<file path="src/rtl/core/ndrle_pkg.sv">
// Shared types, codes and constants of the nibble-delta run-length decoder.
package ndrle_pkg;

  localparam int unsigned CFG_IDX_W  = 3;
  localparam int unsigned CFG_DATA_W = 64;
  localparam int unsigned PIX_W      = 8;
  localparam int unsigned RUN_W      = 17;
  localparam int unsigned CNT_W      = 32;
  localparam int unsigned DELTA_W    = 112;

  // remainder unit: one quotient bit per step over a 9-bit dividend
  localparam int unsigned MOD_STEPS  = 9;
  localparam int unsigned MOD_CNT_W  = 4;
  localparam logic [MOD_CNT_W-1:0] MOD_LAST = MOD_CNT_W'(MOD_STEPS - 1);

  // register indexes
  localparam logic [CFG_IDX_W-1:0] REG_MAX_IDX  = 3'd0;
  localparam logic [CFG_IDX_W-1:0] REG_DELTA_LO = 3'd1;
  localparam logic [CFG_IDX_W-1:0] REG_DELTA_HI = 3'd2;
  localparam logic [CFG_IDX_W-1:0] REG_WIDTH    = 3'd3;
  localparam logic [CFG_IDX_W-1:0] REG_HEIGHT   = 3'd4;

  // nibble control codes
  localparam logic [3:0] NIB_LAST_DELTA = 4'hD;
  localparam logic [3:0] NIB_LITERAL    = 4'hF;
  localparam logic [7:0] COUNT_ESCAPE   = 8'hFF;
  localparam logic [RUN_W-1:0] RUN_BIAS = 17'd2;

  typedef enum logic [2:0] {
    PH_FIRST = 3'd0,
    PH_CTRL  = 3'd1,
    PH_LIT   = 3'd2,
    PH_CNT8  = 3'd3,
    PH_CNT16 = 3'd4,
    PH_DONE  = 3'd5
  } phase_e;

  typedef enum logic [2:0] {
    ERR_NONE    = 3'd0,
    ERR_INIT    = 3'd1,
    ERR_LIT     = 3'd2,
    ERR_OVERRUN = 3'd3,
    ERR_TRUNC   = 3'd4
  } err_e;

  typedef enum logic [2:0] {
    OP_NONE,
    OP_FIRST,
    OP_NIB,
    OP_MOD_STEP,
    OP_ADD_MOD,
    OP_FINAL
  } dp_op_e;

  typedef enum logic [2:0] {
    S_IDLE,
    S_BYTE,
    S_NIB,
    S_MOD,
    S_ADDM,
    S_FIN,
    S_EMIT
  } ctrl_state_e;

  typedef struct packed {
    logic [PIX_W-1:0]   max_idx;
    logic [DELTA_W-1:0] deltas;
    logic [CNT_W-1:0]   total;
  } cfg_t;

  typedef struct packed {
    logic [PIX_W-1:0] pix;
    logic [RUN_W-1:0] run;
    logic             last;
    logic             done;
    err_e             err;
  } res_t;

  typedef struct packed {
    logic   load;
    dp_op_e op;
    logic   sel;
    logic   emit_idx;
  } dp_cmd_t;

  typedef struct packed {
    logic       phase_first;
    logic       needs_mod;
    logic [1:0] res_cnt;
  } dp_stat_t;

endpackage

</file>
<file path="src/rtl/core/ndrle_cfg.sv">
// Configuration registers and the registered total pixel count.
module ndrle_cfg (
  input  logic                                clk_i,
  input  logic                                rst_ni,
  input  logic                                cfg_valid_i,
  input  logic [ndrle_pkg::CFG_IDX_W-1:0]     cfg_index_i,
  input  logic [ndrle_pkg::CFG_DATA_W-1:0]    cfg_data_i,
  output ndrle_pkg::cfg_t                     cfg_o
);
  import ndrle_pkg::*;

  logic [7:0]  max_idx_q;
  logic [63:0] delta_lo_q;
  logic [47:0] delta_hi_q;
  logic [15:0] width_q;
  logic [15:0] height_q;
  logic [31:0] total_q;
  logic [15:0] width_eff;
  logic [15:0] height_eff;

  // a zero dimension counts as one
  assign width_eff  = (width_q  == 16'd0) ? 16'd1 : width_q;
  assign height_eff = (height_q == 16'd0) ? 16'd1 : height_q;

  always_ff @(posedge clk_i or negedge rst_ni) begin
    if (!rst_ni) begin
      max_idx_q  <= 8'hFF;
      delta_lo_q <= '0;
      delta_hi_q <= '0;
      width_q    <= 16'd1;
      height_q   <= 16'd1;
      total_q    <= 32'd1;
    end else begin
      total_q <= {16'd0, width_eff} * {16'd0, height_eff};
      if (cfg_valid_i) begin
        unique case (cfg_index_i)
          REG_MAX_IDX:  max_idx_q  <= cfg_data_i[7:0];
          REG_DELTA_LO: delta_lo_q <= cfg_data_i;
          REG_DELTA_HI: delta_hi_q <= cfg_data_i[47:0];
          REG_WIDTH:    width_q    <= cfg_data_i[15:0];
          REG_HEIGHT:   height_q   <= cfg_data_i[15:0];
          default: ;
        endcase
      end
    end
  end

  assign cfg_o.max_idx = max_idx_q;
  assign cfg_o.deltas  = {delta_hi_q, delta_lo_q};
  assign cfg_o.total   = total_q;

endmodule

</file>
<file path="src/rtl/core/ndrle_dp.sv">
// Datapath: parse state, remainder unit, pixel accounting and result buffer.
module ndrle_dp (
  input  logic              clk_i,
  input  logic              rst_ni,
  input  ndrle_pkg::cfg_t   cfg_i,
  input  ndrle_pkg::dp_cmd_t cmd_i,
  input  logic [7:0]        stream_byte_i,
  input  logic              stream_last_i,
  output ndrle_pkg::dp_stat_t stat_o,
  output ndrle_pkg::res_t   res_o
);
  import ndrle_pkg::*;

  phase_e      phase_q, phase_d;
  err_e        err_q, err_d;
  logic [7:0]  last_pix_q, last_pix_d;
  logic [31:0] emitted_q, emitted_d;
  logic [3:0]  pend_q, pend_d;
  logic [15:0] cpart_q, cpart_d;
  logic [1:0]  slot_q, slot_d;
  logic [1:0]  res_cnt_q, res_cnt_d;
  logic [8:0]  rem_q, rem_d;
  logic [8:0]  num_q, num_d;
  logic [7:0]  byte_q;
  logic        blast_q;
  res_t        res_q [2];
  res_t        res_d [2];

  logic [3:0]  nib;
  logic [7:0]  delta;
  logic [7:0]  lit_v;
  logic [8:0]  size9;
  logic [8:0]  trial;
  logic        ev_add;
  logic        ev_fail;
  err_e        ev_code;
  logic [7:0]  ev_pix;
  logic [16:0] ev_run;
  logic [32:0] sum33;
  logic        pix_done;
  logic        last_slot;

  assign nib       = cmd_i.sel ? byte_q[7:4] : byte_q[3:0];
  assign delta     = cfg_i.deltas[{nib, 3'b000} +: 8];
  assign lit_v     = {nib, pend_q};
  assign size9     = {1'b0, cfg_i.max_idx} + 9'd1;
  assign trial     = {rem_q[7:0], num_q[8]};
  assign last_slot = res_cnt_q[1];

  always_comb begin
    phase_d   = phase_q;
    err_d     = err_q;
    last_pix_d = last_pix_q;
    emitted_d = emitted_q;
    pend_d    = pend_q;
    cpart_d   = cpart_q;
    slot_d    = slot_q;
    res_cnt_d = cmd_i.load ? 2'd0 : res_cnt_q;
    rem_d     = rem_q;
    num_d     = num_q;
    res_d     = res_q;
    ev_add    = 1'b0;
    ev_fail   = 1'b0;
    ev_code   = ERR_NONE;
    ev_pix    = last_pix_q;
    ev_run    = '0;
    pix_done  = 1'b0;

    unique case (cmd_i.op)
      OP_FIRST: begin
        if (err_q == ERR_NONE && phase_q == PH_FIRST) begin
          if (byte_q > cfg_i.max_idx) begin
            ev_fail = 1'b1;
            ev_code = ERR_INIT;
          end else begin
            phase_d = PH_CTRL;
            ev_add  = 1'b1;
            ev_pix  = byte_q;
            ev_run  = 17'd1;
          end
        end
      end
      OP_NIB: begin
        if (err_q == ERR_NONE) begin
          case (phase_q)
            PH_CTRL: begin
              if (nib <= NIB_LAST_DELTA) begin
                num_d = {1'b0, last_pix_q} + {1'b0, delta};
                rem_d = '0;
              end else if (nib == NIB_LITERAL) begin
                phase_d = PH_LIT;
                slot_d  = 2'd0;
              end else begin
                phase_d = PH_CNT8;
                slot_d  = 2'd0;
              end
            end
            PH_LIT: begin
              if (slot_q == 2'd0) begin
                pend_d = nib;
                slot_d = 2'd1;
              end else begin
                phase_d = PH_CTRL;
                slot_d  = 2'd0;
                if (lit_v > cfg_i.max_idx) begin
                  ev_fail = 1'b1;
                  ev_code = ERR_LIT;
                end else begin
                  ev_add = 1'b1;
                  ev_pix = lit_v;
                  ev_run = 17'd1;
                end
              end
            end
            PH_CNT8: begin
              if (slot_q == 2'd0) begin
                pend_d = nib;
                slot_d = 2'd1;
              end else begin
                slot_d = 2'd0;
                if (lit_v == COUNT_ESCAPE) begin
                  phase_d = PH_CNT16;
                  cpart_d = '0;
                end else begin
                  phase_d = PH_CTRL;
                  ev_add  = 1'b1;
                  ev_run  = {9'd0, lit_v} + RUN_BIAS;
                end
              end
            end
            PH_CNT16: begin
              if (slot_q == 2'd0 || slot_q == 2'd2) begin
                pend_d = nib;
                slot_d = slot_q + 2'd1;
              end else if (slot_q == 2'd1) begin
                cpart_d = {lit_v, 8'h00};
                slot_d  = 2'd2;
              end else begin
                slot_d  = 2'd0;
                phase_d = PH_CTRL;
                ev_add  = 1'b1;
                ev_run  = {1'b0, cpart_q[15:8], lit_v} + RUN_BIAS;
              end
            end
            default: ;
          endcase
        end
      end
      OP_MOD_STEP: begin
        rem_d = (trial >= size9) ? (trial - size9) : trial;
        num_d = {num_q[7:0], 1'b0};
      end
      OP_ADD_MOD: begin
        ev_add = 1'b1;
        ev_pix = rem_q[7:0];
        ev_run = 17'd1;
      end
      OP_FINAL: begin
        if (blast_q && err_q == ERR_NONE && phase_q != PH_DONE) begin
          if (res_cnt_q != 2'd0) begin
            res_d[last_slot].err = ERR_TRUNC;
          end else begin
            res_d[0]  = '{pix: last_pix_q, run: '0, last: 1'b1, done: 1'b0,
                          err: ERR_TRUNC};
            res_cnt_d = 2'd1;
          end
        end
        if (res_cnt_q != 2'd0) begin
          res_d[last_slot].last = 1'b1;
        end
        if (blast_q) begin
          phase_d    = PH_FIRST;
          err_d      = ERR_NONE;
          last_pix_d = '0;
          emitted_d  = '0;
          pend_d     = '0;
          cpart_d    = '0;
          slot_d     = '0;
        end
      end
      default: ;
    endcase

    // pixel accounting; an overrun turns into a sticky error
    sum33 = {1'b0, emitted_q} + {16'd0, ev_run};
    if (ev_add) begin
      if (sum33 > {1'b0, cfg_i.total}) begin
        ev_fail = 1'b1;
        ev_code = ERR_OVERRUN;
      end else begin
        emitted_d  = sum33[31:0];
        last_pix_d = ev_pix;
        pix_done   = (sum33[31:0] >= cfg_i.total);
        if (pix_done) begin
          phase_d = PH_DONE;
        end
        res_d[res_cnt_q[0]] = '{pix: ev_pix, run: ev_run, last: 1'b0, done: pix_done,
                                err: ERR_NONE};
        res_cnt_d = res_cnt_q + 2'd1;
      end
    end
    if (ev_fail) begin
      err_d = ev_code;
      res_d[res_cnt_q[0]] = '{pix: last_pix_q, run: '0, last: 1'b0, done: 1'b0,
                              err: ev_code};
      res_cnt_d = res_cnt_q + 2'd1;
    end
  end

  always_ff @(posedge clk_i or negedge rst_ni) begin
    if (!rst_ni) begin
      phase_q    <= PH_FIRST;
      err_q      <= ERR_NONE;
      last_pix_q <= '0;
      emitted_q  <= '0;
      pend_q     <= '0;
      cpart_q    <= '0;
      slot_q     <= '0;
      res_cnt_q  <= '0;
    end else begin
      phase_q    <= phase_d;
      err_q      <= err_d;
      last_pix_q <= last_pix_d;
      emitted_q  <= emitted_d;
      pend_q     <= pend_d;
      cpart_q    <= cpart_d;
      slot_q     <= slot_d;
      res_cnt_q  <= res_cnt_d;
    end
  end

  always_ff @(posedge clk_i) begin
    if (cmd_i.load) begin
      byte_q  <= stream_byte_i;
      blast_q <= stream_last_i;
    end
    rem_q <= rem_d;
    num_q <= num_d;
    res_q <= res_d;
  end

  assign stat_o.phase_first = (phase_q == PH_FIRST);
  assign stat_o.needs_mod   = (err_q == ERR_NONE) && (phase_q == PH_CTRL) &&
                              (nib <= NIB_LAST_DELTA);
  assign stat_o.res_cnt     = res_cnt_q;
  assign res_o              = res_q[cmd_i.emit_idx];

endmodule

</file>
<file path="src/rtl/core/ndrle_ctrl.sv">
// Controller: sequences byte decode, the two nibbles, the remainder steps and result output.
module ndrle_ctrl (
  input  logic                 clk_i,
  input  logic                 rst_ni,
  input  logic                 in_valid_i,
  output logic                 in_stall_o,
  output logic                 out_valid_o,
  input  logic                 out_stall_i,
  input  ndrle_pkg::dp_stat_t  stat_i,
  output ndrle_pkg::dp_cmd_t   cmd_o
);
  import ndrle_pkg::*;

  ctrl_state_e          state_q, state_d;
  logic                 sel_q, sel_d;
  logic                 emit_q, emit_d;
  logic [MOD_CNT_W-1:0] cnt_q, cnt_d;

  always_comb begin
    state_d = state_q;
    sel_d   = sel_q;
    emit_d  = emit_q;
    cnt_d   = cnt_q;
    unique case (state_q)
      S_IDLE: begin
        if (in_valid_i) begin
          state_d = S_BYTE;
        end
      end
      S_BYTE: begin
        sel_d   = 1'b0;
        state_d = stat_i.phase_first ? S_FIN : S_NIB;
      end
      S_NIB: begin
        if (stat_i.needs_mod) begin
          cnt_d   = '0;
          state_d = S_MOD;
        end else if (!sel_q) begin
          sel_d = 1'b1;
        end else begin
          state_d = S_FIN;
        end
      end
      S_MOD: begin
        cnt_d = cnt_q + MOD_CNT_W'(1);
        if (cnt_q == MOD_LAST) begin
          state_d = S_ADDM;
        end
      end
      S_ADDM: begin
        if (!sel_q) begin
          sel_d   = 1'b1;
          state_d = S_NIB;
        end else begin
          state_d = S_FIN;
        end
      end
      S_FIN: begin
        emit_d  = 1'b0;
        state_d = S_EMIT;
      end
      S_EMIT: begin
        if (stat_i.res_cnt == 2'd0) begin
          state_d = S_IDLE;
        end else if (!out_stall_i) begin
          if ({1'b0, emit_q} + 2'd1 == stat_i.res_cnt) begin
            state_d = S_IDLE;
          end else begin
            emit_d = 1'b1;
          end
        end
      end
      default: state_d = S_IDLE;
    endcase
  end

  always_comb begin
    cmd_o.load     = (state_q == S_IDLE) && in_valid_i;
    cmd_o.sel      = sel_q;
    cmd_o.emit_idx = emit_q;
    in_stall_o     = (state_q != S_IDLE);
    out_valid_o    = (state_q == S_EMIT) && (stat_i.res_cnt != 2'd0);
    unique case (state_q)
      S_BYTE:  cmd_o.op = stat_i.phase_first ? OP_FIRST : OP_NONE;
      S_NIB:   cmd_o.op = OP_NIB;
      S_MOD:   cmd_o.op = OP_MOD_STEP;
      S_ADDM:  cmd_o.op = OP_ADD_MOD;
      S_FIN:   cmd_o.op = OP_FINAL;
      default: cmd_o.op = OP_NONE;
    endcase
  end

  always_ff @(posedge clk_i or negedge rst_ni) begin
    if (!rst_ni) begin
      state_q <= S_IDLE;
      sel_q   <= 1'b0;
      emit_q  <= 1'b0;
      cnt_q   <= '0;
    end else begin
      state_q <= state_d;
      sel_q   <= sel_d;
      emit_q  <= emit_d;
      cnt_q   <= cnt_d;
    end
  end

endmodule

</file>
<file path="src/rtl/core/nibble_delta_rle_pixel_decoder.sv">
// Top level of the nibble-delta run-length pixel decoder.
// Takes one stream byte per item and returns up to two (pixel, run) results per byte, the
// last one flagged. A byte passes an accept state, a decode state, a state per nibble (none
// for the first byte of a span), a finish state and an output state that delivers each
// result while out_stall_i is low, entered also when the byte yields no result. Each delta
// control adds the 9-step restoring remainder unit, which reduces the sum modulo the
// palette size, and an add step. The next byte is taken once every result of the current
// one is delivered.
// Configuration writes are always accepted; write only while the block is idle.
module nibble_delta_rle_pixel_decoder (
  input  logic                              clk_i,
  input  logic                              rst_ni,
  input  logic                              in_valid_i,
  output logic                              in_stall_o,
  input  logic [7:0]                        stream_byte_i,
  input  logic                              stream_last_i,
  output logic                              out_valid_o,
  input  logic                              out_stall_i,
  output logic [7:0]                        pixel_index_o,
  output logic [16:0]                       run_length_o,
  output logic                              last_of_item_o,
  output logic                              image_done_o,
  output logic [2:0]                        error_code_o,
  input  logic                              cfg_valid_i,
  output logic                              cfg_ready_o,
  input  logic [ndrle_pkg::CFG_IDX_W-1:0]   cfg_index_i,
  input  logic [ndrle_pkg::CFG_DATA_W-1:0]  cfg_data_i
);
  import ndrle_pkg::*;

  cfg_t     cfg;
  dp_cmd_t  cmd;
  dp_stat_t stat;
  res_t     res;

  assign cfg_ready_o = 1'b1;

  ndrle_cfg u_cfg (
    .clk_i       (clk_i),
    .rst_ni      (rst_ni),
    .cfg_valid_i (cfg_valid_i),
    .cfg_index_i (cfg_index_i),
    .cfg_data_i  (cfg_data_i),
    .cfg_o       (cfg)
  );

  ndrle_ctrl u_ctrl (
    .clk_i       (clk_i),
    .rst_ni      (rst_ni),
    .in_valid_i  (in_valid_i),
    .in_stall_o  (in_stall_o),
    .out_valid_o (out_valid_o),
    .out_stall_i (out_stall_i),
    .stat_i      (stat),
    .cmd_o       (cmd)
  );

  ndrle_dp u_dp (
    .clk_i         (clk_i),
    .rst_ni        (rst_ni),
    .cfg_i         (cfg),
    .cmd_i         (cmd),
    .stream_byte_i (stream_byte_i),
    .stream_last_i (stream_last_i),
    .stat_o        (stat),
    .res_o         (res)
  );

  assign pixel_index_o  = res.pix;
  assign run_length_o   = res.run;
  assign last_of_item_o = res.last;
  assign image_done_o   = res.done;
  assign error_code_o   = res.err;

  // error-only results carry a zero run and a nonzero code
  a_zero_run_is_error: assert property (@(posedge clk_i) disable iff (!rst_ni)
    out_valid_o && (run_length_o == 17'd0) |-> (error_code_o != ERR_NONE))
    else $error("zero run without error code");

  // the completing result is a clean pixel run
  a_done_is_clean: assert property (@(posedge clk_i) disable iff (!rst_ni)
    out_valid_o && image_done_o |-> (error_code_o == ERR_NONE) && (run_length_o != 17'd0))
    else $error("image_done on an error result");

  // a new item is never taken while results are still being delivered
  a_no_overlap: assert property (@(posedge clk_i) disable iff (!rst_ni)
    in_valid_i && !in_stall_o |-> !out_valid_o)
    else $error("item accepted while results pending");

endmodule

</file>
<file path="config.mk">
export PLATFORM = sky130hd
export DESIGN_NAME = nibble_delta_rle_pixel_decoder
export DESIGN_NICKNAME = d
export VERILOG_FILES = /design/src/rtl/core/ndrle_pkg.sv /design/src/rtl/core/ndrle_cfg.sv /design/src/rtl/core/ndrle_dp.sv /design/src/rtl/core/ndrle_ctrl.sv /design/src/rtl/core/nibble_delta_rle_pixel_decoder.sv
export SDC_FILE = /design/constraint.sdc
export NUM_CORES = 1
export LEC_CHECK = 0
export BUFFER_PORTS_ARGS = -buffer_cell sky130_fd_sc_hd__clkbuf_2
export CORE_ASPECT_RATIO = 1.2
export CORE_UTILIZATION = 50
export DETAILED_ROUTE_END_ITERATION = 10
export GPL_ROUTABILITY_DRIVEN = 0
export GPL_TIMING_DRIVEN = 0
export PLACE_DENSITY = 0.67
export RECOVER_POWER = 100
export SLEW_MARGIN = 0
export SYNTH_ARGS = -nofsm -noshare
export SYNTH_HDL_FRONTEND = slang
export SYNTH_SLANG_ARGS = --single-unit
</file>
<file path="constraint.sdc">
create_clock -name clk_i -period 9.4 [get_ports clk_i]
set_input_delay 1.88 -clock clk_i [delete_from_list [all_inputs] [get_ports clk_i]]
set_output_delay 1.88 -clock clk_i [all_outputs]
set_load 0.005 [all_outputs]
</file>
# Yosys cells after proc, flatten, opt, wreduce, memory -nomap -nowiden
# Index checks and enable logic that the tools add are counted.
totals:
  register_bits: 349
  in_bits: 81
  output_inout_bits: 33
  elab_cells: 307
classes:
  n_addsub: 10
  mul: 1
  order_cmp: 11
  n_eq_ne: 50
  shifts: 1
  muxes: 157
  bitwise_logic: 3
  n_reduce_logical: 42
ops:
  columns: ["cell", "n"]
  rows:
  - ["two-way mux 60 bit", 7]
  - ["bitwise mux 60 bit", 4]
  - ["two-way mux 30 bit", 6]
  - ["two-way mux 16 bit", 8]
  - ["two-way mux 32 bit", 4]
  - ["two-way mux 17 bit", 7]
  - ["two-way mux 8 bit", 14]
  - ["variable part select 112 x 8 -> 8 bit", 1]
  - ["one-hot mux 17 bit (3 select lines)", 2]
  - ["two-way mux 3 bit", 32]
  - ["demux 30 bit (select 1 bit)", 3]
  - ["one-hot mux 16 bit (2 select lines)", 2]
  - ["adder 32 x 17 -> 33 bit", 1]
  - ["greater-than comparator 33 x 32 -> 1 bit", 1]
  - [">= comparator 32 bit", 1]
  - ["logical NOT 16 bit", 2]
  - ["multiplier 16 x 16 -> 32 bit", 1]
  - ["two-way mux 1 bit", 27]
  - ["two-way mux 9 bit", 3]
  - ["two-way mux 2 bit", 13]
  - ["== test 3 x 2 -> 1 bit (second input constant)", 8]
  - ["two-way mux 4 bit", 6]
  - ["inequality test 3 x 2 -> 1 bit (second input constant)", 8]
  - ["one-hot mux 4 bit (2 select lines)", 3]
  - ["51 further kinds", 111]

# Depth between registers and ports, before layout
# Gate-level depths: netlist of the first run.
logic_depth:
  word_depth: 17
  ltp_mapped: 37
  depth_no_buf: 29

# Hierarchy
# From an unflattened synthesis of the first run, not the netlist that was laid out.
unflattened:
  cells_unflattened: 2811
  hier_area_um2: 27526.4
by_module_without_submodules:
  columns: ["module", "n_inst", "cells_per_inst", "area_each_um2", "seq_area_each_um2"]
  rows:
  - ["ndrle_cfg", 1, 1377, 15148.3, 4618.2]
  - ["ndrle_dp", 1, 1348, 11657.4, 3678.5]
  - ["ndrle_ctrl", 1, 84, 709.4, 225.2]
  - ["nibble_delta_rle_pixel_decoder", 1, 2, 11.3, 0.0]

# Worst setup path before layout of the first run
# Ideal clock, no wire load.
synth_path:
  path_kind: "register to register"
  from: "register u_ctrl.sel_q"
  to: "register (tool-made name)"
  setup_ns: 0.415
  arrival_ns: 8.252
  required_ns: 8.985
  setup_slack_ns: 0.734
  path_stages_with_launch: 34
  n_path_buf: 5
  synth_period_minus_slack_ns: 8.666
  cell_sequence: "dfrtp_1 > buf_6 > mux2i_1 > buf_1 > inv_1 > clkbuf_1 > buf_1 > ha_1 > and3_1 > nand4_1 > and3_1 > a2111oi_4 > nor3_1 > o21ai_0 > ha_1 > fa_1 > a211oi_1 > o211ai_1 > nor2b_1 > o21a_1 > o21a_1 > o221a_2 > nor2_1 > xnor2_1 > ha_1 > nand4_1 > or2_2 > o41ai_1 > a22oi_1 > o211ai_1 > a32o_1 > clkbuf_1 > nor2_1 > o21ai_0"
synth_rtl:
  columns: ["item", "line_no", "rtl"]
  rows:
  - ["start, declared", "ndrle_ctrl.sv:15", "logic sel_q, sel_d;"]
  - ["start signal, assigned", "ndrle_ctrl.sv:101", "sel_q <= sel_d;"]

# Worst setup path in the final report of the first run
layout_path:
  from: "register u_ctrl.sel_q"
  to: "register u_dp.emitted_q[1]"
layout_via:
  elab_chain_len: 11
  word_cells_on_any_way: 25
  cone_classes: "3 x add/sub; 2 x order compare; 1 x eq/ne; 19 x mux"
layout_lines:
  columns: ["item", "line_no", "rtl"]
  rows:
  - ["two-way mux 4 bit (*)", "ndrle_dp.sv:43", "assign nib = cmd_i.sel ? byte_q[7:4] : byte_q[3:0];"]
  - ["adder 16 x 2 -> 17 bit (tied with other cells)", "ndrle_dp.sv:142", "ev_run = {1'b0, cpart_q[15:8], lit_v} + RUN_BIAS;"]
  - ["two-way mux 17 bit (tied with other cells)", "ndrle_dp.sv:135", "end else if (slot_q == 2'd1) begin"]
  - ["two-way mux 17 bit, on equally long branches", "ndrle_dp.sv:132, ndrle_dp.sv:99, ndrle_dp.sv:116", null]
  - ["one-hot mux 17 bit (3 select lines)", "ndrle_dp.sv:85", "case (phase_q)"]
  - ["two-way mux 17 bit", "ndrle_dp.sv:84", "if (err_q == ERR_NONE) begin"]
  - ["one-hot mux 17 bit (3 select lines)", "ndrle_dp.sv:69", "unique case (cmd_i.op)"]
  - ["adder 32 x 17 -> 33 bit", "ndrle_dp.sv:185", "sum33 = {1'b0, emitted_q} + {16'd0, ev_run};"]
  - ["greater-than comparator 33 x 32 -> 1 bit", "ndrle_dp.sv:187", "if (sum33 > {1'b0, cfg_i.total}) begin"]
  - ["two-way mux 32 bit", "ndrle_dp.sv:187", null]
  - ["two-way mux 32 bit (*)", "ndrle_dp.sv:186", "if (ev_add) begin"]
  - ["net u_dp.emitted_d[1]", "ndrle_dp.sv:17", "logic [31:0] emitted_q, emitted_d;"]
  - ["end signal, assigned", "ndrle_dp.sv:224", "emitted_q <= emitted_d;"]
  - ["end, declared", "ndrle_dp.sv:17", null]
# The timed path passes the listed nets; every way through them passes the cells marked *.
# A chain may end at the register's enable or synchronous reset.

==> results of run 1 <==
## stage by stage
step	cells	util, %	setup TNS [ns]
floorplan	2765	-	0
global placement	3582	53.5	-122.65
detailed placement	3585	53.7	-113.98
CTS	3651	55.9	0
global route	3654	55.8	0
finish	3655	55.8	0
## synthesized netlist by cell type (10+ instances only)
cell type / number / area, µm²
o21a_1: 11 / 82.6
ha_1: 195 / 2440
a21oi_1: 114 / 571
and2_1: 85 / 532
a211oi_1: 11 / 82.6
dfxtp_1: 43 / 861
and3_1: 43 / 269
xor2_1: 28 / 245
dfrtp_1: 243 / 6080
nor4_1: 11 / 68.8
nor2b_1: 29 / 181
buf_2: 12 / 60.1
nand4_1: 18 / 113
dfstp_2: 11 / 289
nand3b_1: 19 / 143
nor2_1: 109 / 409
o211ai_1: 12 / 90.1
nand2_1: 408 / 1530
fa_1: 197 / 3940
o31ai_1: 10 / 75.1
nand3_1: 52 / 260
nand2b_1: 13 / 81.3
a31oi_1: 15 / 93.8
clkbuf_1: 113 / 424
mux2i_1: 12 / 120
nor3_1: 31 / 155
inv_1: 309 / 1160
buf_1: 10 / 37.5
edfxtp_1: 43 / 1290
a21o_1: 41 / 308
or3_1: 13 / 81.3
o21ai_0: 99 / 495
mux2_2: 174 / 1960
a22o_1: 27 / 236
xnor2_1: 56 / 490
## worst max-delay path, delay by kind of cell (launching register included)
| family | cells | cell delay (ns) |
|---|---|---|
| AOI/OAI and AO/OA | 11 | 2.75 |
| and+or+nand+nor | 11 | 1.97 |
| buffers and inverters | 6 | 1.72 |
| adders and majority gates | 4 | 1.50 |
| muxes | 1 | 0.48 |
| DFF | 1 | 0.34 |
| xor gates and xnor gates | 1 | 0.14 |
## worst max-delay path by stage
stage,from,to,slack (ns),depth (start not counted)
2_1_floorplan,u_ctrl.sel_q,register,0.73,33
3_3_place_gp,u_ctrl.sel_q,register,-2.21,33
3_5_place_dp,u_ctrl.sel_q,u_dp.phase_q[1],-1.21,36
4_1_cts,u_ctrl.sel_q,u_dp.emitted_q[26],0.10,34
5_1_grt,u_ctrl.sel_q,u_dp.emitted_q[1],0.01,34
6_report,u_ctrl.sel_q,u_dp.emitted_q[1],0.39,34
## logic make-up (layout without fill, tap and decap cells)
| kind of cell | Yosys count | count (layout) | share of synthesized area (%) |
|---|---|---|---|
| other | 1 | 2 | 0.0140 |
| flip-flops | 340 | 340 | 31.9 |
| XOR/XNOR | 84 | 84 | 2.75 |
| AO/OA/AOI/OAI | 438 | 438 | 11.0 |
| adder cells (fa/ha/maj) | 392 | 392 | 23.9 |
| buffers and inverters | 447 | 631 | 6.41 |
| AND/OR/NAND/NOR | 867 | 867 | 15.4 |
| multiplexers | 196 | 196 | 8.56 |
## metal layers
layer / vias to the layer above / GRT usage (%)
li1: 9656 / -
met1: 10500 / 35.2
met2: 778 / 45.1
met3: 188 / 3.50
met4: 0 / 11.4
met5: - / 0
## cell type report
cell class / count / share of cell area [%]
tap: 705 / 3.01
clock inverter: 19 / 0.622
inverter: 309 / 3.96
multi-input combinational: 1978 / 56.2
clock buffer: 49 / 3.38
sequential: 340 / 29.0
antenna: 1 / 0.00853
timing repair buffer: 118 / 1.96
buffer: 136 / 1.85
## registers in the layout, indices dropped and copies added, names as in the netlist, 4 cells and up, named ones only
register and cells:
u_cfg.delta_hi_q 48, u_cfg.delta_lo_q 64, u_cfg.height_q 16, u_cfg.max_idx_q 8, u_cfg.total_q 32, u_cfg.width_q 16, u_ctrl.cnt_q 4, u_dp.byte_q 8
u_dp.cpart_q 8, u_dp.emitted_q 32, u_dp.last_pix_q 8, u_dp.num_q 9, u_dp.pend_q 4, u_dp.rem_q 8, u_dp.res_q 43
## repair_timing
action	4_1_cts	5_1_grt
gates cloned	0	0
resized for setup	8	5
endpoints found under the hold margin	0	0
endpoints found under the setup margin	118	96
setup buffers	0	3
==> summary.md, run 1 <==
| Metric | Value |
|---|---|
| Starting Density | `50.8%` |
| Most frequent CP cell | `ha_1` |
| Post-DRT Antenna Nets | `0` |
| CTS tree | `built` |
| Arr. time, crit path | `9.51 ns` |
| Post-Synthesis Cells | `2765` |
| Worst-skew pair later-pin latency | `0.58 ns` |
| Highest Signal Layer | `met4` |
| Final Hold Vio Count | `0` |
| Final net count | `3393` |
| Reg2reg start | `u_ctrl.sel_q` |
| Max Slew Vio Count | `270` |
| Most common cell after layout, fill and taps aside | `nand2_1` |
| Mapped Nets | `3238` |
| DRC violations left | `0` |
| Clock slew at reported path FFs | `0.06 ns` |
| Worst Hold End | `u_dp.res_q[56]` |
| Fraction of layout instances using a drive strength above 1 | `13.1%` |
| Area of all sequential standard cells | `0.00852 mm²` |
| Crit path kind | `reg -> reg` |
| Ys async rst share | `74.7%` |
| Syn_area_per_cell | `9.66 µm²` |
| Crit Reg-Reg Endpoint | `u_dp.emitted_q[1]` |
| Final WS setup | `0.386 ns` |
| First-pass GRT wire length | `114000 µm` |
| Synthesis warning total | `0` |
| DR vias/cell | `5.77` |
| Most frequent cells in the layout | `nand2_1 (408), inv_1 (308), dfrtp_1 (243), fa_1 (197), ha_1 (195)` |
| Metal2 WL | `35100 µm` |
| DRT met1 WL | `30400 µm` |
| Max Fclk | `111 MHz` |
| Reg2reg path depth | `34` |
| DP Area | `0.0282 mm²` |
| Core box area | `0.0526 mm²` |
| Unique cell type count in the Yosys netlist | `89` |
| Crit Path Max Fanout | `10` |
| Status | `finished, violations left` |
| Vias in the first global route | `21600` |
| Post-synthesis sequential area ratio | `31.9%` |
| Pre-CTS setup slack | `-1.21 ns` |
| Post-synth EDFFs | `43` |
| Dominant synthesized flop cell | `dfrtp_1` |
| PortBufs | `112` |
| Ports | `114` |
| Die height | `255 µm` |
| Slew @ Worst Pin | `4.56 ns` |
| Largest net degree at the start of global routing | `117` |
| Max-cap viol count | `4` |
| Startpoint types | `register` |
| Clk sink count | `340` |
| Filler cell count | `4687` |
| Min-Delay Startpoint | `u_dp.res_q[56]` |
| Area grow syn2layout | `9.88%` |
| Std-Cell Rows | `92` |
| Hold_buf cts | `0` |
| Largest stage delay on the critical path | `0.49 ns` |
| CTS Root Cell | `clkbuf_16` |
| Area of the multi-input gates | `0.0165 mm²` |
| Slew margin rel. | `-212%` |
| Post-layout min period | `9.01 ns` |
| Hold WS | `0.463 ns` |
| Number of H-tree levels | `2` |
| CTS Buf Count | `37` |
| GRT overflow | `0` |
| Period utilization | `95.9%` |
| CP Capture Type | `register` |
| Initial antenna violation count | `0` |
| Final WL | `72400 µm` |
| DR WL met3 | `4090 µm` |
| Post-Syn Area | `0.0267 mm²` |
| WP data required | `9.90 ns` |
| Clock buffer depth | `3` |
| First-pass DRT Iterations | `8` |
| Slowest cell on crit path | `o41ai_1` |
| Worst Hold Class | `reg -> reg` |
| Worst R2R Setup Slack | `0.39 ns` |
| Final Cell Area | `0.0294 mm²` |
| Wire length per cell | `19.8 µm` |
| First DRT Iteration DRCs | `1637` |
| Die X | `213 µm` |
| Failing checks | `capacitance limit, slew limit` |
| Synthesized flop and latch total | `340` |
| Die footprint | `0.0544 mm²` |
| Clock Skew | `0.0307 ns` |
| RSZ-0062 raised after global routing | `no` |
| Final setup vio count | `0` |
| Total GRT Usage | `27.0%` |
| Vias | `21100` |
| Worst Hold Depth | `2` |
| Placed wire-length estimate | `56500 µm` |
Power of run 1 is not shown: default switching activity piles up to over one toggle a cycle in this logic, so the estimate is an artifact.
==> run 2: changes to the inputs <==
ABC_AREA = 1   (was unset)
SLEW_MARGIN = unset   (was 0)
==> run 2 against run 1 <==
Die area rose by 3.2%; final area rose by 2.8%; critical path depth rose by 13; the run still ends with capacitance limit, slew limit left; critical path type unchanged; area after synthesis rose by 3.2%; non-clock buffer count rose by 12; via count rose by 14%; largest cell class unchanged.
==> summary.md, run 2 <==
| Metric | Value |
|---|---|
| Status | `finished, violations left` |
| Failing checks | `capacitance limit, slew limit` |
| Worst Hold Class | `reg -> reg` |
| Post-synthesis sequential area ratio | `30.9%` |
| Max Fclk | `114 MHz` |
| Worst R2R Setup Slack | `0.65 ns` |
| Dominant synthesized flop cell | `dfrtp_1` |
| Synth area leader | `dfrtp_1` |
| First DRT Iteration DRCs | `1856` |
| Reg2reg path depth | `47` |
| Clock Skew | `0.0207 ns` |
| Reg2reg start | `u_ctrl.sel_q` |
| Largest net degree at the start of global routing | `106` |
| CP Capture Type | `register` |
| Vias | `24100` |
| Std-Cell Rows | `93` |
| Power share of the clock group | `14.4%` |
| Overall power | `10500 µW` |
| Clk sink count | `340` |
| Largest register FFs | `64` |
| Clock buffer depth | `3` |
| Most frequent cells in the layout | `nand2_1 (910), inv_1 (641), o21ai_0 (302), dfrtp_1 (243), fa_1 (197)` |
| DRC violations left | `0` |
| Crit path from | `u_ctrl.sel_q` |
| First-pass DRT Iterations | `6` |
| Clock slew at reported path FFs | `0.06 ns` |
| Core box area | `0.0541 mm²` |
| Net Sw Frac | `50.6%` |
| Util after Layout | `55.8%` |
| Die footprint | `0.0561 mm²` |
| NetSw | `5310 µW` |
| DR vias/cell | `5.44` |
| Inst Count DP | `4353` |
| PortBufs | `112` |
| RSZ-0062 raised after global routing | `no` |
| Post-synth EDFFs | `43` |
| LEAKAGE | `0.0157 µW` |
| Final setup vio count | `0` |
| Ranking of synthesized cells by instance count | `nand2_1 (905), inv_1 (636), o21ai_0 (288), dfrtp_1 (243), fa_1 (197)` |
| Diode count | `0` |
| Most common cell after layout, fill and taps aside | `nand2_1` |
| Period utilization | `93.1%` |
| Combinational share of power | `64.2%` |
| Max-cap viol count | `3` |
| Syn_area_per_cell | `7.82 µm²` |
| Final net count | `4155` |
| Slew @ Worst Pin | `4.54 ns` |
| Arr. time, crit path | `8.93 ns` |
| Post-synth top area share | `22.0%` |
| Top flop regs | `u_cfg.delta_lo_q (64), u_cfg.delta_hi_q (48), u_dp.res_q (43)` |
| PD cells | `348 mW/mm²` |
| First-pass GRT wire length | `128000 µm` |
| GRT overflow | `0` |
| Starting Density | `51.0%` |
| CTS Buf Count | `39` |
| CTS Root Cell | `clkbuf_16` |
| Fraction of layout instances using a drive strength above 1 | `6.39%` |
| CTS tree | `built` |
| WP data required | `9.58 ns` |
| Flop pwr share | `21.3%` |
| Crit path kind | `reg -> reg` |
| Worst vdd ir | `0.399 mV` |
| Post-CTS setup buffer count | `0` |
| Hold WS | `0.487 ns` |
| Total GRT Usage | `29.0%` |
| Initial antenna violation count | `0` |
| Crit Path Max Fanout | `17` |
| Post-DRT Antenna Nets | `0` |
| Largest stage delay on the critical path | `0.66 ns` |
| Post-Syn Area | `0.0276 mm²` |
| Power Internal | `5170 µW` |
| Area of the multi-input gates | `0.0159 mm²` |
| Number of H-tree levels | `2` |
| Ports | `114` |
| Unique cell type count in the Yosys netlist | `72` |
| Mapped Nets | `4000` |
| Ys async rst share | `74.7%` |
| Final Hold Vio Count | `0` |
| Most frequent CP cell | `nand2_1` |
| Startpoint types | `register` |
| Area grow syn2layout | `9.40%` |
| Area of all sequential standard cells | `0.00852 mm²` |
| Synthesized flop and latch total | `340` |
| Slew margin rel. | `-203%` |
| Synthesis warning total | `0` |
| Top post-synthesis cells by area | `dfrtp_1 (22%), fa_1 (14%), nand2_1 (12%), ha_1 (8.8%), inv_1 (8.7%)` |
| Non-Filler Instances | `4423` |
| Post-CTS Resized | `0` |
| Filler cell count | `5248` |
| Wire length per cell | `18.0 µm` |
| Biggest register | `u_cfg.delta_lo_q` |
| Post-Synthesis Cells | `3527` |
| Die X | `216 µm` |
| Count leader, synth | `nand2_1` |
| Hold_buf cts | `0` |
| Vias in the first global route | `23800` |
| Final WL | `79600 µm` |
| Max Slew Vio Count | `172` |
| Worst-skew pair later-pin latency | `0.57 ns` |
| Placed wire-length estimate | `62100 µm` |
| Post-layout min period | `8.75 ns` |
| Final setup TNS | `0 ns` |
| Slowest cell on crit path | `clkbuf_1` |
| Die height | `259 µm` |
run 2: cell types whose count changed after synthesis, sizes merged, moves of 28 or more:
cell	before	now
nand2	408	917
mux2	174	16
nor2b	29	0
xor2	28	58
nor2	111	191
nand4	18	46
a21oi	115	150
inv	309	648
xnor2	56	20
o21ai	102	307
nand3	52	98
and2	85	2
a21o	41	6
and3	43	1
run 2: per-layer routing:
layer	GRT usage [%]	vias up	share of wire [%]
li1	-	11500	-
met1	36.7	11600	41
met2	49.5	867	48
met3	4.25	174	6.5
met4	12.3	0	4.6
met5	0	-	0
run 2: metrics by stage:
| step | area (µm²) | setup WS (ns) |
|---|---|---|
| after detailed placement | 29100 | 0.754 |
| after floorplan | 27600 | 2.59 |
| final | 30200 | 0.646 |
| after CTS | 30300 | 0.720 |
| after global placement | 29000 | 0.0167 |
| after global routing | 30200 | 0.0894 |
run 2: power groups by stage:
stage	Sequential, µW	Combinational (µW)	Clock [µW]
floorplan	2160	4820	0
global placement	2250	6640	0
detailed placement	2250	6740	0
CTS	2230	6800	1530
global route	2270	7650	1580
finish	2240	6740	1510
run 2: layout make-up:
cell class	instances	share of cell area [%]
Sequential cell	340	28.2
Buffer	152	2.00
Inverter	655	8.17
Tap cell	712	2.95
Clock buffer	53	3.51
Multi-Input combinational cell	2380	52.6
Clock inverter	17	0.560
Timing Repair Buffer	114	1.95
run 2: worst min path at each step:
stage,depth (start not counted),slack [ns],from,to
2_1_floorplan,1,0.44,u_ctrl.cnt_q[3],u_ctrl.cnt_q[3]
3_3_place_gp,1,0.46,u_ctrl.cnt_q[3],u_ctrl.cnt_q[3]
3_5_place_dp,2,0.47,u_cfg.delta_lo_q[39],u_cfg.delta_lo_q[39]
4_1_cts,2,0.49,u_cfg.delta_lo_q[39],u_cfg.delta_lo_q[39]
5_1_grt,2,0.51,u_cfg.delta_hi_q[5],u_cfg.delta_hi_q[5]
6_report,2,0.49,u_cfg.delta_hi_q[5],u_cfg.delta_hi_q[5]
run 2: kinds of logic (layout without fill, tap and decap cells):
logic type                 count (synthesis)  count (layout)  share of synthesized area (%)
DFF                                      340             340                           30.9
adders and majority gates                392             392                           23.1
and+or+nand+nor                         1307            1307                           19.6
other                                      1               1                         0.0136
xor gates and xnor gates                  78              78                           2.48
buffers and inverters                    807             991                           11.3
muxes                                     18              18                          0.726
AOI/OAI and AO/OA                        584             584                           11.9
run 2: worst max-delay path: cells and delay by family (launching register included):
kind | cells | cell delay [ns]
and+or+nand+nor | 25 | 2.33
buffers and inverters | 9 | 2.26
AOI/OAI and AO/OA | 8 | 1.72
adders and majority gates | 4 | 1.27
DFF | 1 | 0.45
xor gates and xnor gates | 1 | 0.27
(Power assumes the default switching activity.)
==> run 3: changes to the inputs <==
clock period = 10.5 ns   (was 9.4 ns; I/O delays follow)
==> run 3 against run 2 <==
The flow still finishes with violations (capacitance limit, slew limit); via count decreased by 0.23%; sequential cell count unchanged; final area about the same; clock skew decreased by 0.00074 ns; global-route usage unchanged; largest cell class unchanged; largest power group unchanged; highest routed layer unchanged.
==> summary.md, run 3 (synthesis gave the netlist of run 2 again) <==
| Metric | Value |
|---|---|
| Status | `finished, violations left` |
| Failing checks | `capacitance limit, slew limit` |
| Power share of the clock group | `14.4%` |
| Area of all sequential standard cells | `0.00852 mm²` |
| Final WL | `79600 µm` |
| DRC violations left | `0` |
| Hold_buf cts | `0` |
| CTS Buf Count | `39` |
| Worst vdd ir | `0.354 mV` |
| Slew margin rel. | `-87.8%` |
| First-pass DRT Iterations | `5` |
| Met3 usage | `4.25%` |
| Inst Count DP | `4353` |
| Std-Cell Rows | `93` |
| Area of the multi-input gates | `0.0159 mm²` |
| Worst Hold Class | `reg -> reg` |
| Final setup vio count | `0` |
| Clk sink count | `340` |
| Filler cell count | `5247` |
| Startpoint types | `register` |
| CTS Root Cell | `clkbuf_16` |
| Most frequent cells in the layout | `nand2_1 (910), inv_1 (640), o21ai_0 (304), dfrtp_1 (243), fa_1 (197)` |
| Period utilization | `88.4%` |
| Die height | `259 µm` |
| Clock slew at reported path FFs | `0.06 ns` |
| Net Sw Frac | `50.6%` |
| Core box area | `0.0541 mm²` |
| First-pass GRT wire length | `128000 µm` |
| GR Util met1 | `36.7%` |
| Number of H-tree levels | `2` |
| Most frequent CP cell | `nand2_1` |
| Vias in the first global route | `23800` |
| CTS tree | `built` |
| Crit Path Max Fanout | `17` |
| CP Capture Type | `register` |
| Max-cap viol count | `3` |
| Wire length per cell | `18.0 µm` |
| Final net count | `4155` |
| Post-CTS setup buffer count | `0` |
| Placed wire-length estimate | `62100 µm` |
| Ports | `114` |
| Power Internal | `4630 µW` |
| LEAKAGE | `0.0157 µW` |
| PortBufs | `112` |
| GRT busiest layer | `met2` |
| Clock Skew | `0.0200 ns` |
| Combinational share of power | `64.2%` |
| DR vias/cell | `5.43` |
| Slew @ Worst Pin | `2.82 ns` |
| Biggest register | `u_cfg.delta_lo_q` |
| Diode count | `0` |
| Final setup TNS | `0 ns` |
| Max Slew Vio Count | `81` |
| Post-layout min period | `9.28 ns` |
| Area grow syn2layout | `9.40%` |
| Starting Density | `51.0%` |
| Slowest cell on crit path | `o21ai_0` |
| Top flop regs | `u_cfg.delta_lo_q (64), u_cfg.delta_hi_q (48), u_dp.res_q (43)` |
| Die X | `216 µm` |
| Max Fclk | `108 MHz` |
| Die footprint | `0.0561 mm²` |
| Largest register FFs | `64` |
| Crit path kind | `reg -> reg` |
| PD cells | `311 mW/mm²` |
| Fraction of layout instances using a drive strength above 1 | `6.39%` |
| Post-CTS Resized | `0` |
| Vias | `24000` |
| Largest net degree at the start of global routing | `106` |
| Flop pwr share | `21.4%` |
| Arr. time, crit path | `9.47 ns` |
| Post-DRT Antenna Nets | `0` |
| First DRT Iteration DRCs | `1879` |
| GRT overflow | `0` |
| RSZ-0062 raised after global routing | `no` |
| Final Hold Vio Count | `0` |
| Most common cell after layout, fill and taps aside | `nand2_1` |
| Worst-skew pair later-pin latency | `0.57 ns` |
| Total GRT Usage | `29.0%` |
| WP data required | `10.68 ns` |
| Clock buffer depth | `3` |
| M2 GR Usage | `49.5%` |
| Initial antenna violation count | `0` |
| Non-Filler Instances | `4423` |
| Largest stage delay on the critical path | `1.34 ns` |
| NetSw | `4750 µW` |
run 3: metal layers:
layer,wire length (µm),vias up
li1,-,11500
met1,32700,11600
met2,38300,820
met3,5030,166
met4,3570,0
met5,0,-
run 3: worst max-delay path, delay by kind of cell (launching register included):
kind	cells	cell delay (ns)
AOI/OAI and AO/OA	7	2.80
xor gates and xnor gates	1	0.26
adders and majority gates	4	1.40
buffers and inverters	7	1.48
DFF	1	0.50
and+or+nand+nor	26	2.39
run 3: layout make-up:
cell class,count,area share [%]
Multi-Input combinational cell,2380,52.6
Clock buffer,53,3.51
Sequential cell,340,28.2
Inverter,655,8.19
Tap cell,712,2.95
Buffer,152,1.98
Timing Repair Buffer,114,2.00
Clock inverter,17,0.560
run 3: power by group through the flow:
stage	logic, µW	registers, µW	clock network [µW]
2_1_floorplan	4310	1940	0
3_3_place_gp	5950	2010	0
3_5_place_dp	6030	2020	0
4_1_cts	6080	2000	1370
5_1_grt	6850	2040	1420
6_report	6020	2000	1350
run 3: worst paths after layout:
path	start	end	slack, ns	cells past startpoint
max in group asynchronous	rst_ni	u_cfg.total_q[12]	5.97	3
min reg2reg	u_cfg.delta_hi_q[5]	u_cfg.delta_hi_q[5]	0.49	2
min	u_cfg.delta_hi_q[5]	u_cfg.delta_hi_q[5]	0.49	2
max reg2reg	u_dp.byte_q[1]	register	1.22	45
min in group asynchronous	rst_ni	u_cfg.delta_lo_q[18]	2.44	1
max	u_dp.byte_q[1]	register	1.22	45
run 3: metrics by stage:
stage          area, µm²  utilization (%)  total power (µW)  worst slack [ns]  hold WS, ns
5_1_grt            30200             55.8             10300             0.598        0.506
4_1_cts            30300             56.1              9450              1.82        0.488
3_5_place_dp       29100             53.8              8050              1.85        0.473
3_3_place_gp       29000             53.7              7960              1.12        0.462
6_report           30200             55.8              9380              1.22        0.487
2_1_floorplan      27600                -              6250              3.69        0.439
